File: config.mk
export PLATFORM = sky130hd
export DESIGN_NAME = integer_to_ascii_radix
export DESIGN_NICKNAME = d
export VERILOG_FILES = /design/src/rtl/itoa_pkg.sv /design/src/rtl/itoa_ctrl.sv /design/src/rtl/itoa_dp.sv /design/src/rtl/integer_to_ascii_radix.sv
export SDC_FILE = /design/constraint.sdc
export NUM_CORES = 1
export LEC_CHECK = 0
export ABC_AREA = 1
export BUFFER_PORTS_ARGS = -buffer_cell sky130_fd_sc_hd__buf_4
export CAP_MARGIN = 20
export CORE_MARGIN = 2
export CORE_UTILIZATION = 50
export DETAILED_ROUTE_END_ITERATION = 8
export PLACE_DENSITY = 0.67
export SLEW_MARGIN = 20
export SYNTH_ARGS = -nofsm -noshare
export SYNTH_HDL_FRONTEND = slang
export SYNTH_HIERARCHICAL = 1
export SYNTH_SLANG_ARGS = --single-unit
File: constraint.sdc
create_clock -name clk -period 10.85 [get_ports clk]
set_input_delay 1.085 -clock clk [delete_from_list [all_inputs] [get_ports clk]]
set_output_delay 1.085 -clock clk [all_outputs]
set_load 0.05 [all_outputs]
File: src/rtl/itoa_pkg.sv
// Shared types, constants and a helper function for the integer to ASCII converter.
package itoa_pkg;

  // Default depth of the digit store.
  localparam int MAX_DIGITS_DEF = 32;

  // Radix register width, reset value and legal range.
  localparam int          RADIX_W     = 5;
  localparam logic [4:0]  RADIX_RESET = 5'd10;
  localparam logic [4:0]  RADIX_MIN   = 5'd2;
  localparam logic [4:0]  RADIX_MAX   = 5'd16;

  // Character codes.
  localparam logic [7:0]  CHAR_MINUS    = 8'd45;
  localparam logic [7:0]  DIGIT_OFFSET  = 8'd48;
  localparam logic [7:0]  LETTER_OFFSET = 8'd55;
  localparam logic [7:0]  CHAR_NONE     = 8'd0;

  // Input value width, division step size and count, and text length width.
  localparam int VALUE_W  = 32;
  localparam int CHUNK_W  = 8;
  localparam int STEPS    = VALUE_W / CHUNK_W;
  localparam int STEP_W   = $clog2(STEPS);
  localparam int LEN_W    = 6;

  // Controller states.
  typedef enum logic [2:0] {
    ST_IDLE,
    ST_ERR,
    ST_DIV,
    ST_SIGN,
    ST_READ,
    ST_EMIT
  } itoa_state_t;

  // Commands from the controller to the datapath.
  typedef struct packed {
    logic start;
    logic div_step;
    logic sign_load;
    logic dig_load;
    logic err_load;
  } itoa_cmd_t;

  // Status from the datapath to the controller.
  typedef struct packed {
    logic radix_ok;
    logic div_last;
    logic neg;
    logic idx_zero;
    logic out_free;
  } itoa_status_t;

  // Map one digit value to its uppercase ASCII character.
  function automatic logic [7:0] digit_char(input logic [3:0] d);
    logic [7:0] wide;
    wide = {4'd0, d};
    if (d > 4'd9) begin
      digit_char = wide + LETTER_OFFSET;
    end else begin
      digit_char = wide + DIGIT_OFFSET;
    end
  endfunction

endpackage

File: src/rtl/itoa_ctrl.sv
// Controller state machine that sequences division and character emission.
module itoa_ctrl (
  input  logic                  clk,
  input  logic                  rst_n,
  input  logic                  in_valid,
  output logic                  in_stall,
  input  itoa_pkg::itoa_status_t status,
  output itoa_pkg::itoa_cmd_t    cmd
);
  import itoa_pkg::*;

  itoa_state_t state_r, state_nxt;

  // State register.
  always_ff @(posedge clk) begin
    if (!rst_n) begin
      state_r <= ST_IDLE;
    end else begin
      state_r <= state_nxt;
    end
  end

  // Next state.
  always_comb begin
    state_nxt = state_r;
    unique case (state_r)
      ST_IDLE: begin
        if (in_valid) begin
          state_nxt = status.radix_ok ? ST_DIV : ST_ERR;
        end
      end
      ST_ERR: begin
        if (status.out_free) begin
          state_nxt = ST_IDLE;
        end
      end
      ST_DIV: begin
        if (status.div_last) begin
          state_nxt = status.neg ? ST_SIGN : ST_READ;
        end
      end
      ST_SIGN: begin
        if (status.out_free) begin
          state_nxt = ST_READ;
        end
      end
      ST_READ: begin
        state_nxt = ST_EMIT;
      end
      ST_EMIT: begin
        if (status.out_free) begin
          state_nxt = status.idx_zero ? ST_IDLE : ST_READ;
        end
      end
      default: begin
        state_nxt = ST_IDLE;
      end
    endcase
  end

  // Outputs. The input stays stalled while reset is held.
  always_comb begin
    cmd      = '0;
    in_stall = 1'b1;
    unique case (state_r)
      ST_IDLE: begin
        in_stall  = !rst_n;
        cmd.start = in_valid && rst_n && status.radix_ok;
      end
      ST_ERR: begin
        cmd.err_load = status.out_free;
      end
      ST_DIV: begin
        cmd.div_step = 1'b1;
      end
      ST_SIGN: begin
        cmd.sign_load = status.out_free;
      end
      ST_READ: begin
        cmd = '0;
      end
      ST_EMIT: begin
        cmd.dig_load = status.out_free;
      end
      default: begin
        cmd = '0;
      end
    endcase
  end

endmodule

File: src/rtl/itoa_dp.sv
// Datapath: radix register, digit divider, digit store and output register.
module itoa_dp #(
  parameter int MAX_DIGITS = itoa_pkg::MAX_DIGITS_DEF
) (
  input  logic                  clk,
  input  logic                  rst_n,
  input  logic                  cfg_wr_en,
  input  logic [4:0]            cfg_wr_data,
  input  logic signed [31:0]    in_value,
  input  itoa_pkg::itoa_cmd_t    cmd,
  output itoa_pkg::itoa_status_t status,
  output logic                  out_valid,
  input  logic                  out_stall,
  output logic [7:0]            out_char_code,
  output logic                  out_is_last,
  output logic                  out_bad_radix,
  output logic [5:0]            out_text_length
);
  import itoa_pkg::*;

  localparam int AW    = (MAX_DIGITS > 1) ? $clog2(MAX_DIGITS) : 1;
  localparam int CNT_W = $clog2(MAX_DIGITS + 1);
  localparam int TOT_W = (CNT_W + 1 > LEN_W) ? CNT_W + 1 : LEN_W;

  logic [RADIX_W-1:0] radix_r;
  logic [VALUE_W-1:0] mag_r, mag_nxt;
  logic [3:0]         rem_r, rem_nxt;
  logic [STEP_W-1:0]  step_r;
  logic [CNT_W-1:0]   cnt_r;
  logic [AW-1:0]      idx_r;
  logic               neg_r;
  logic [3:0]         mem [MAX_DIGITS];
  logic [3:0]         mem_q;
  logic [7:0]         qbyte;
  logic               step_last;
  logic [VALUE_W-1:0] raw;
  logic [TOT_W-1:0]   total;
  logic               out_valid_r;
  logic [7:0]         char_r;
  logic               last_r;
  logic               bad_r;
  logic [5:0]         len_r;

  // Radix configuration register.
  always_ff @(posedge clk) begin
    if (!rst_n) begin
      radix_r <= RADIX_RESET;
    end else if (cfg_wr_en) begin
      radix_r <= cfg_wr_data;
    end
  end

  // One quotient byte per cycle by restoring long division on a narrow remainder.
  always_comb begin
    logic [4:0] r;
    r = {1'b0, rem_r};
    qbyte = '0;
    for (int j = CHUNK_W - 1; j >= 0; j--) begin
      r = {r[3:0], mag_r[VALUE_W - CHUNK_W + j]};
      if (r >= radix_r) begin
        r = r - radix_r;
        qbyte[j] = 1'b1;
      end
    end
    rem_nxt = r[3:0];
    mag_nxt = {mag_r[VALUE_W-CHUNK_W-1:0], qbyte};
  end

  assign step_last = (step_r == STEP_W'(STEPS - 1));
  assign raw       = in_value;

  // Division state: sign, magnitude, partial remainder, step and digit counters, read index.
  always_ff @(posedge clk) begin
    if (cmd.start) begin
      neg_r  <= raw[VALUE_W-1];
      mag_r  <= raw[VALUE_W-1] ? (~raw + VALUE_W'(1)) : raw;
      rem_r  <= '0;
      step_r <= '0;
      cnt_r  <= '0;
    end else if (cmd.div_step) begin
      mag_r  <= mag_nxt;
      step_r <= step_r + STEP_W'(1);
      if (step_last) begin
        rem_r <= '0;
        cnt_r <= cnt_r + CNT_W'(1);
        idx_r <= cnt_r[AW-1:0];
      end else begin
        rem_r <= rem_nxt;
      end
    end else if (cmd.dig_load) begin
      idx_r <= idx_r - AW'(1);
    end
  end

  // Digit store, least significant digit at the lowest address.
  always_ff @(posedge clk) begin
    if (cmd.div_step && step_last) begin
      mem[cnt_r[AW-1:0]] <= rem_nxt;
    end
    mem_q <= mem[idx_r];
  end

  assign total = TOT_W'(cnt_r) + TOT_W'(neg_r);

  // Output register; it frees when its transaction is taken.
  always_ff @(posedge clk) begin
    if (!rst_n) begin
      out_valid_r <= 1'b0;
    end else if (cmd.sign_load || cmd.dig_load || cmd.err_load) begin
      out_valid_r <= 1'b1;
    end else if (!out_stall) begin
      out_valid_r <= 1'b0;
    end
  end

  // Output payload.
  always_ff @(posedge clk) begin
    if (cmd.err_load) begin
      char_r <= CHAR_NONE;
      last_r <= 1'b1;
      bad_r  <= 1'b1;
      len_r  <= '0;
    end else if (cmd.sign_load) begin
      char_r <= CHAR_MINUS;
      last_r <= 1'b0;
      bad_r  <= 1'b0;
      len_r  <= '0;
    end else if (cmd.dig_load) begin
      char_r <= digit_char(mem_q);
      last_r <= (idx_r == '0);
      bad_r  <= 1'b0;
      len_r  <= (idx_r == '0) ? total[LEN_W-1:0] : '0;
    end
  end

  // Status toward the controller.
  assign status.radix_ok = (radix_r >= RADIX_MIN) && (radix_r <= RADIX_MAX);
  assign status.div_last = cmd.div_step && step_last &&
                           ((mag_nxt == '0) || (cnt_r == CNT_W'(MAX_DIGITS - 1)));
  assign status.neg      = neg_r;
  assign status.idx_zero = (idx_r == '0);
  assign status.out_free = !out_valid_r || !out_stall;

  assign out_valid       = out_valid_r;
  assign out_char_code   = char_r;
  assign out_is_last     = last_r;
  assign out_bad_radix   = bad_r;
  assign out_text_length = len_r;

endmodule

File: src/rtl/integer_to_ascii_radix.sv
// Top level of the integer to ASCII text converter, radix 2 to 16.
//
// Converts one signed 32-bit value per transaction into its text in the radix
// held in the cfg register (reset 10), one character per output transaction,
// most significant digit first, with a leading '-' for negative values and
// uppercase A-F. The last character carries the total length. A radix outside
// 2..16 gives a single result with bad_radix set and length 0. One conversion
// is in flight at a time: the input is accepted, then the divider produces each
// digit in 8-bit quotient chunks (one chunk per cycle against the radix), then
// each digit character is read from the digit store and then loaded into the
// output register, while the sign goes straight into the output register.
// Characters wait in the output register while out_stall is high.
// Configure the radix only while no conversion is in progress.
module integer_to_ascii_radix #(
  parameter int MAX_DIGITS = itoa_pkg::MAX_DIGITS_DEF
) (
  input  logic               clk,
  input  logic               rst_n,
  input  logic               cfg_wr_en,
  input  logic [4:0]         cfg_wr_data,
  input  logic               in_valid,
  output logic               in_stall,
  input  logic signed [31:0] in_value,
  output logic               out_valid,
  input  logic               out_stall,
  output logic [7:0]         out_char_code,
  output logic               out_is_last,
  output logic               out_bad_radix,
  output logic [5:0]         out_text_length
);
  import itoa_pkg::*;

  itoa_cmd_t    cmd;
  itoa_status_t status;

  // Sequencer.
  itoa_ctrl u_ctrl (
    .clk      (clk),
    .rst_n    (rst_n),
    .in_valid (in_valid),
    .in_stall (in_stall),
    .status   (status),
    .cmd      (cmd)
  );

  // Divider, digit store and output stage.
  itoa_dp #(
    .MAX_DIGITS (MAX_DIGITS)
  ) u_dp (
    .clk             (clk),
    .rst_n           (rst_n),
    .cfg_wr_en       (cfg_wr_en),
    .cfg_wr_data     (cfg_wr_data),
    .in_value        (in_value),
    .cmd             (cmd),
    .status          (status),
    .out_valid       (out_valid),
    .out_stall       (out_stall),
    .out_char_code   (out_char_code),
    .out_is_last     (out_is_last),
    .out_bad_radix   (out_bad_radix),
    .out_text_length (out_text_length)
  );

endmodule

Word-level counts from Yosys, hierarchy flattened
Memory sizes are Yosys's and may differ from the RTL's. A register that Yosys moved wholly into a read port is not among the register bits.
Index checks and enable logic that the tools add are counted.
{ "word_totals": {"elab_cells": 129, "inputBits": 42, "regBits": 75, "output_inout_bits": 18, "mem_bits_rw": 128, "mem_count": 1} }
{ "op_classes": {"n_reduce_logical": 22, "add_sub_neg": 15, "n_lt_le_gt_ge": 11, "n_bitwise": 2, "mux": 50, "n_eq_ne": 14} }
{ "mem_list": {"columns": ["name", "words", "width", "read_ports", "rd_ports_with_merged_regs", "wr", "line", "text"], "rows": [
  ["u_dp.mem", 32, 4, 1, 1, 1, "itoa_dp.sv:32", "logic [3:0] mem [MAX_DIGITS];"]
]} }
{ "op_table": {"columns": ["op", "n"], "rows": [
  ["$mux 32", 3],
  ["$ge 5x5->1", 8],
  ["$mux 4", 9],
  ["$add 32x1->32 const B", 1],
  ["$logic_not 32->1", 1],
  ["$not 32->32", 1],
  ["$sub 4x4->4", 8],
  ["$mux 1", 22],
  ["$mux 3", 7],
  ["$mux 6", 3],
  ["$pmux 3 s6", 1],
  ["$mux 5", 3],
  ["$add 4x6->7 const B", 2],
  ["$ne 2x1->1 const B", 4],
  ["$mux 7", 1],
  ["$add 6x1->6", 1],
  ["$add 6x1->6 const B", 1],
  ["$eq 3x2->1 const B", 2],
  ["$eq 3x3->1 const B", 2],
  ["$eq 6x5->1 const B", 1],
  ["$ne 2x2->1 const B", 3],
  ["$reduce_bool 2->1", 3],
  ["$ge 5x2->1 const B", 1],
  ["$le 5x5->1 const B", 1],
  ["16 further kinds", 25]
]} }

Longest topological paths before layout
Gate-level depths: netlist of the first run.
{ "logic_depth": {"depth_word": 21, "mapped_depth": 73} }

Cells and area by module
Netlist of the first run, hierarchy kept.
{ "modules_own_cells": {"columns": ["mod", "area_per_inst_um2", "cells_each", "instances"], "rows": [
  ["itoa_dp", 11446.0, 1283, 1],
  ["itoa_ctrl", 305.3, 48, 1]
]} }

Worst setup path before layout of the first run
OpenSTA, ideal clock, no wires.
{ "synth_timing": {"kind": "reg2reg", "startpoint": "reg u_dp.radix_r[1]", "endpoint": "mem u_dp.mem[0][1], data pin", "arrival_ns": 9.471, "path_slack_ns": 1.095, "setup_time_ns": 0.284, "path_stages_with_launch": 68, "required_ns": 10.566, "period_less_slack_ns": 9.755, "cell_sequence": "dfxtp_1 -> inv_1 -> ha_1 -> nand2_1 -> inv_1 -> nand4_1 -> nand3_4 -> nand2_1 -> o21ai_1 -> inv_1 -> ha_1 -> nand2_1 -> nand2_1 -> a21oi_2 -> nand3_2 -> inv_2 -> nand2_1 -> o21a_1 -> [32 not listed] -> ha_1 -> nand2_1 -> inv_1 -> nand3_1 -> nand3_1 -> nor2_1 -> nand3_1 -> and2_1 -> ha_1 -> nand2_1 -> inv_1 -> nand2_1 -> nand2_1 -> nand2_1 -> nand2_2 -> a21oi_4 -> or2_1 -> and2_1"} }
{ "synth_between": {"elab_chain_len": 16, "word_cells_on_any_way": 24} }
{ "synth_lines": {"columns": ["item", "line", "text"], "rows": [
  ["from (decl)", "itoa_dp.sv:25", "logic [RADIX_W-1:0] radix_r;"],
  ["from (signal assigned)", "itoa_dp.sv:49", "radix_r <= cfg_wr_data;"],
  ["$sub 4x4->4 / $ge 5x5->1 (equally long branches)", "itoa_dp.sv:61, itoa_dp.sv:60", null],
  ["$mux 4", "itoa_dp.sv:60", "if (r >= radix_r) begin"],
  ["$sub 4x4->4 / $ge 5x5->1 (equally long branches)", "itoa_dp.sv:61, itoa_dp.sv:60", null],
  ["$mux 4", "itoa_dp.sv:60", null],
  ["$sub 4x4->4 / $ge 5x5->1 (equally long branches)", "itoa_dp.sv:61, itoa_dp.sv:60", null],
  ["$mux 4", "itoa_dp.sv:60", null],
  ["$ge 5x5->1 / $sub 4x4->4 (equally long branches)", "itoa_dp.sv:60, itoa_dp.sv:61", null],
  ["$mux 4", "itoa_dp.sv:60", null],
  ["$sub 4x4->4 / $ge 5x5->1 (equally long branches)", "itoa_dp.sv:61, itoa_dp.sv:60", null],
  ["$mux 4", "itoa_dp.sv:60", null],
  ["$sub 4x4->4 / $ge 5x5->1 (equally long branches)", "itoa_dp.sv:61, itoa_dp.sv:60", null],
  ["$mux 4", "itoa_dp.sv:60", null],
  ["$ge 5x5->1 / $sub 4x4->4 (equally long branches)", "itoa_dp.sv:60, itoa_dp.sv:61", null],
  ["$mux 4", "itoa_dp.sv:60", null],
  ["$sub 4x4->4 / $ge 5x5->1 (equally long branches)", "itoa_dp.sv:61, itoa_dp.sv:60", null],
  ["$mux 4 (*)", "itoa_dp.sv:60", null],
  ["via u_dp.rem_nxt[1]", "itoa_dp.sv:27", "logic [3:0] rem_r, rem_nxt;"],
  ["to (decl)", "itoa_dp.sv:32", null]
]} }
The timed path passes the listed nets; every way through them passes the cells marked *.

Final worst setup path of the first run
{ "layout_timing": {"startpoint": "reg u_dp.radix_r[2]", "endpoint": "mem u_dp.mem[9][1], data pin"} }
{ "layout_between": {"elab_chain_len": 16, "word_cells_on_any_way": 24} }
{ "layout_lines": {"columns": ["item", "line"], "rows": [
  ["$sub 4x4->4 / $ge 5x5->1 (equally long branches)", "itoa_dp.sv:61, itoa_dp.sv:60"],
  ["$mux 4", "itoa_dp.sv:60"],
  ["$sub 4x4->4 / $ge 5x5->1 (equally long branches)", "itoa_dp.sv:61, itoa_dp.sv:60"],
  ["$mux 4", "itoa_dp.sv:60"],
  ["$ge 5x5->1 / $sub 4x4->4 (equally long branches)", "itoa_dp.sv:60, itoa_dp.sv:61"],
  ["$mux 4", "itoa_dp.sv:60"],
  ["$sub 4x4->4 / $ge 5x5->1 (equally long branches)", "itoa_dp.sv:61, itoa_dp.sv:60"],
  ["$mux 4", "itoa_dp.sv:60"],
  ["$sub 4x4->4 / $ge 5x5->1 (equally long branches)", "itoa_dp.sv:61, itoa_dp.sv:60"],
  ["$mux 4", "itoa_dp.sv:60"],
  ["$sub 4x4->4 / $ge 5x5->1 (equally long branches)", "itoa_dp.sv:61, itoa_dp.sv:60"],
  ["$mux 4", "itoa_dp.sv:60"],
  ["$ge 5x5->1 / $sub 4x4->4 (equally long branches)", "itoa_dp.sv:60, itoa_dp.sv:61"],
  ["$mux 4", "itoa_dp.sv:60"],
  ["$sub 4x4->4 / $ge 5x5->1 (equally long branches)", "itoa_dp.sv:61, itoa_dp.sv:60"],
  ["$mux 4 (*)", "itoa_dp.sv:60"],
  ["via u_dp.rem_nxt[1]", "itoa_dp.sv:27"]
]} }
Marks and branches as above.

==> flow_summary.toml, run 1 <==
[logic_synthesis]
synth-seq-area-share_pct = 49.23
synth_async_sr_flop_share_pct = 0
syn_area_mm2 = 0.01175
postSynth.topFlopCell = "sky130_fd_sc_hd__edfxtp_1"
synth_edf_count = 166
synth.ff_latch_count = 206
synth.net_count = 1433
yosys_warning_total = 6
synthesis.area_per_instance_um2 = 8.829
postSynthCellCount = 1331
yosysUniqueCellTypes = 54

[route]
ant_nets = 0
detail_route.wl_per_cell_um = 17.06
detailroute.via_count = 9411
postRouteWirelength_um = 29550
avgViaCountPerCell = 5.434
drt-pass1-iter-count = 6
remaining_drc_errors = 0
drt-initial-drc-count = 753

[clocking]
clock-root-buffer = "sky130_fd_sc_hd__clkbuf_16"
clkSlewWorstSetupHoldPaths_ns = 0.07
ctsHtreeMaxLevel = 1
cts-hold-fix-buffers = 0
tritoncts = "built"
cts_buffer_depth = 3
clkSinkCount = 206
tritoncts.num_buffers = 23
clock_latency_ns = 0.51

[cells_and_area]
top_library_cells_by_usage_in_the_layout_fill_and_taps_aside = "sky130_fd_sc_hd__nand2_1, sky130_fd_sc_hd__nor2_1, sky130_fd_sc_hd__edfxtp_1"
drive_gt1_share_pct = 14.15
insertedDiodeCount = 0
layout_commonest_cell = "sky130_fd_sc_hd__nand2_1"
layout.cell_area.non_filler_mm2 = 0.01331
final_core_utilization_pct = 57.20
layout-area-overhead-vs-synth_pct = 13.22
nNetsFinal = 1499

[worst_setup_path]
arrival_ns = 10.28
timing.critical_path.from_type = "flop"
critPathRequiredTime_ns = 11.06
slowest_delay_ns = 0.33
cpMaxStageDelayCell = "sky130_fd_sc_hd__dfxtp_1"
critical_path.most_common_cell = "sky130_fd_sc_hd__nand2_1"
end_kind = "flop"
critPathKind = "flop to flop"
path_max_fanout = 32

[timing]
tightestPinTransition_ns = 0.9238
max_slew_margin_pct = 37.94
worst_slack_ns = 0.7784
finClkSkew_ns = 0.01534
setup_viol = 0
timing_max_transition_violations_final = 0
max_freq_ghz = 0.09929
final_hold_viol_count = 0
timing.final.crit_share_pct = 92.83
final.min_clock_period_ns = 10.07

[placed_design]
place.detailed.hpwl_um = 20540
dpl_worst_slack_ns = 0.2296
buffer_ports.inserted = 58
place_area_mm2 = 0.01246
routabilityCongestion = 0.9102

[global_routing]
grt.overflow.total = 0
via_count_of_the_first_global_routing_pass = 9027
largest_net_degree_at_the_start_of_global_routing = 68
grt.total_usage_pct = 24.03
grt_first_pass_wirelength_um = 46760
grt_antenna_before_repair = 0

[floorplanning]
core_mm2 = 0.02326
pin_count = 60
initial_cell_density_of_the_core_pct = 50.52
floorplan.die.width_um = 157.3
die_height_um = 157.3
row_count = 56
die_area_mm2 = 0.02474

[worst_hold_path]
worst_hold_path_type = "flop to flop"

[job]
max-cap-violations = 0

[outcome]
status = "finished clean"
-- routing by layer --
metal,up-vias,part of all wire (%),global-route usage (%)
met5,-,0,0
met2,290,49,41.59
met3,50,5.1,2.753
li1,4650,-,-
met4,0,2.6,6.970
met1,4421,43,31.89
-- sequential cells by signal (all words and copies together) (netlist names) --
register,cells
u_dp/out_text_length,6
u_dp/idx_r,5
u_dp/mem,128
u_dp/rem_r,4
u_dp/mag_r,32
u_dp/out_bad_radix,1
u_ctrl/state_r,3
u_dp/mem_q,4
u_dp/out_char_code,7
u_dp/radix_r,5
u_dp/cnt_r,6
u_dp/step_r,2
u_dp/out_is_last,1
u_dp/neg_r,1
u_dp/out_valid,1
-- Yosys cell counts, drive strengths merged, types with 21 or more instances --
| cell type | instances | share of area [%] |
|---|---|---|
| o22ai | 27 | 1.4 |
| a21oi | 42 | 2.2 |
| nor2 | 204 | 7.0 |
| nand3 | 88 | 4.3 |
| nand4 | 21 | 1.2 |
| o21ai | 133 | 5.9 |
| buf | 28 | 1.7 |
| inv | 123 | 3.9 |
| xor2 | 22 | 1.6 |
| edfxtp | 166 | 42 |
| dfxtp | 40 | 6.8 |
| ha | 52 | 5.5 |
| nand2 | 277 | 9.1 |
-- what timing repair did --
| action | in CTS | in global routing |
|---|---|---|
| setup endpoints to repair | 0 | 134 |
| buffers inserted | 0 | 9 |
| hold endpoints to repair | 0 | 0 |
| gates resized for setup | 0 | 15 |
-- path summary, 6_finish.rpt --
check	cells after the start	to	from	slack, ns
hold reg to reg	2	u_dp/step_r[1]	u_dp/step_r[1]	0.45
setup / recovery	67	u_dp/mem[9][1]	u_dp/radix_r[2]	0.78
setup reg to reg	67	u_dp/mem[9][1]	u_dp/radix_r[2]	0.78
hold / removal	2	u_dp/step_r[1]	u_dp/step_r[1]	0.45
-- per-stage QoR --
| step | hold slack (ns) | setup TNS (ns) | std cells |
|---|---|---|---|
| 4_1_cts | 0.4560 | 0 | 1722 |
| 2_1_floorplan | 0.4228 | 0 | 1331 |
| 3_5_place_dp | 0.4427 | 0 | 1681 |
| 5_1_grt | 0.4730 | -0.7447 | 1732 |
| 6_report | 0.4545 | 0 | 1732 |
| 3_3_place_gp | 0.4354 | 0 | 1681 |
-- cell families (layout without fill, tap and decap cells) --
family	Yosys count	count (layout)	share of synthesized area (%)
AO/OA/AOI/OAI	231	231	11.32
XOR/XNOR	37	37	2.758
adder cells (fa/ha/maj)	60	60	6.899
buffers and inverters	169	250	6.218
flip-flops	206	206	49.23
other	1	1	0.03191
AND/OR/NAND/NOR	627	628	23.54
-- cell type report --
cell class,instances,area (um^2)
repair buffers,84,650.6
flip-flops and latches,206,5786
clock buffers,27,610.6
multi-input cells,957,5291
fillers,2133,9957
clock inverters,14,98.84
inverters,125,469.2
well taps,319,399.1
-- worst max-delay path, delay by kind of cell, from the launching register on --
| family | cells | cell delay (ns) |
|---|---|---|
| DFF | 1 | 0.33 |
| AOI/OAI and AO/OA | 5 | 0.69 |
| buffers and inverters | 12 | 1.02 |
| adders and majority gates | 8 | 2.50 |
| and+or+nand+nor | 42 | 5.19 |
Power of run 1 is left out: the tool's default activity adds up to more than one toggle a clock period on the data nets, which glitch-free logic cannot reach.
==> inputs of run 2 (changes only) <==
--- a/config.mk
+++ b/config.mk
@@ -12,6 +12,7 @@
 export CORE_UTILIZATION = 50
 export DETAILED_ROUTE_END_ITERATION = 8
 export PLACE_DENSITY = 0.67
+export RECOVER_POWER = 50
 export SLEW_MARGIN = 20
 export SYNTH_ARGS = -nofsm -noshare
 export SYNTH_HDL_FRONTEND = slang
==> flow_summary.toml, run 2 (same netlist as run 1, synthesis figures left out) <==
[clocking]
tritoncts.num_buffers = 23
clkSinkCount = 206
tritoncts = "built"
clock-root-buffer = "sky130_fd_sc_hd__clkbuf_16"
cts-hold-fix-buffers = 0
clkSlewWorstSetupHoldPaths_ns = 0.06
cts_buffer_depth = 3
ctsHtreeMaxLevel = 1
clock_latency_ns = 0.51

[worst_setup_path]
slowest_delay_ns = 0.36
setup.worst_path.end = "u_dp/mem[9][1]"
worst-r2r-setup-slack_ns = 0.78
path_max_fanout = 32
critPathLaunch = "u_dp/radix_r[2]"
critPathKind = "flop to flop"
critical_path.reg2reg.endpoint = "u_dp/mem[9][1]"
cpMaxStageDelayCell = "sky130_fd_sc_hd__and2_4"
end_kind = "flop"
critPathRequiredTime_ns = 11.13
critical_path.most_common_cell = "sky130_fd_sc_hd__nand2_1"
ff2ff_path_depth = 67
timing.rr.start = "u_dp/radix_r[2]"
timing.critical_path.from_type = "flop"
arrival_ns = 10.35

[floorplanning]
floorplan.die.width_um = 157.3
initial_cell_density_of_the_core_pct = 50.52
die_area_mm2 = 0.02474
die_height_um = 157.3
core_mm2 = 0.02326
pin_count = 60
row_count = 56

[global_routing]
grt.overflow.total = 0
grt.met1_usage_pct = 31.89
global_route.peak_usage_layer = "met2"
grt_first_pass_wirelength_um = 46760
largest_net_degree_at_the_start_of_global_routing = 68
grt_antenna_before_repair = 0
via_count_of_the_first_global_routing_pass = 9027
grt.met2_usage_pct = 41.59
use_met3_pct = 2.753
grt.total_usage_pct = 24.03

[placed_design]
place_area_mm2 = 0.01246
buffer_ports.inserted = 58
routabilityCongestion = 0.9102
numPlacedInstances = 1681
place.detailed.hpwl_um = 20540

[worst_hold_path]
worst_hold_path_type = "flop to flop"
hold_path_depth = 2

[cells_and_area]
insertedDiodeCount = 0
drive_gt1_share_pct = 12.17
layout_commonest_cell = "sky130_fd_sc_hd__nand2_1"
final_core_utilization_pct = 56.78
layout.cell_area.non_filler_mm2 = 0.01321
top_library_cells_by_usage_in_the_layout_fill_and_taps_aside = "sky130_fd_sc_hd__nand2_1, sky130_fd_sc_hd__nor2_1, sky130_fd_sc_hd__edfxtp_1"
post_layout_instance_count_excluding_filler_cells = 1732
largest_reg_flops = 128
layout-area-overhead-vs-synth_pct = 12.39
nNetsFinal = 1499
fillCellCount = 2163

[route]
ant_nets = 0
detail_route.wl_per_cell_um = 17.13
remaining_drc_errors = 0
drt-pass1-iter-count = 5
postRouteWirelength_um = 29660
avgViaCountPerCell = 5.449
detailroute.via_count = 9437
drt-initial-drc-count = 734

[timing]
max_slew_margin_pct = -94.25
timing.final.crit_share_pct = 92.77
final.min_clock_period_ns = 10.07
setup_viol = 0
final_hold_viol_count = 0
timing_max_transition_violations_final = 137
tightestPinTransition_ns = 2.914
finClkSkew_ns = 0.01529
max_freq_ghz = 0.09934

[outcome]
status = "complete, but fails checks"
failed_checks = "capacitance limit, slew limit"

[job]
max-cap-violations = 3
run 2: cell count changes in the layout (fill, tap and decap cells not counted), sizes merged:
cell    previous run  this run
clkinv            13        14
buf               84        59
clkbuf            27        52
inv              125       124
run 2: how the worst min path moves through the flow:
stage	startpoint	to	slack [ns]
2_1_floorplan	u_dp/step_r[1]	u_dp/step_r[1]	0.42
3_3_place_gp	u_dp/step_r[1]	u_dp/step_r[1]	0.44
3_5_place_dp	u_dp/step_r[1]	u_dp/step_r[1]	0.44
4_1_cts	u_dp/step_r[1]	u_dp/step_r[1]	0.46
5_1_grt	u_dp/step_r[1]	u_dp/step_r[1]	0.47
6_report	u_dp/step_r[1]	u_dp/step_r[1]	0.45
run 2: layer usage:
layer / up-vias / share of wire [%] / wire [um]
met1: 4417 / 43 / 12770
met4: 0 / 2.6 / 778
met2: 317 / 49 / 14550
met5: - / 0 / 0
li1: 4651 / - / -
met3: 52 / 5.3 / 1561
run 2: layout make-up:
class	instances	area [um^2]	share of cell area [%]
sequential	206	5786	43.80
multi-input combinational	957	5284	40.01
clock buffer	27	610.6	4.623
timing repair buffer	84	560.5	4.244
inverter	125	469.2	3.552
tap	319	399.1	3.022
clock inverter	14	98.84	0.7484
run 2: stage by stage:
stage                     worst slack, ns  hold WS (ns)  setup TNS, ns
final                              0.7840        0.4538              0
after global routing             -0.06223        0.4730        -0.7435
after CTS                          0.1501        0.4560              0
after detailed placement           0.2296        0.4427              0
after global placement             0.6239        0.4354              0
after floorplan                     1.095        0.4228              0
run 2: critical path: cells and delay by family, from the launching register on:
| family | cells | cell delay, ns |
|---|---|---|
| AOI/OAI and AO/OA | 4 | 0.57 |
| DFF | 1 | 0.33 |
| adders and majority gates | 8 | 2.50 |
| and+or+nand+nor | 43 | 5.40 |
| buffers and inverters | 12 | 1.02 |
run 2: timing repair:
| action | in CTS | in global routing |
|---|---|---|
| endpoints found under the setup margin | 0 | 134 |
| gates resized for setup | 0 | 15 |
| buffers inserted | 0 | 9 |
Power of run 2 is left out for the same reason.
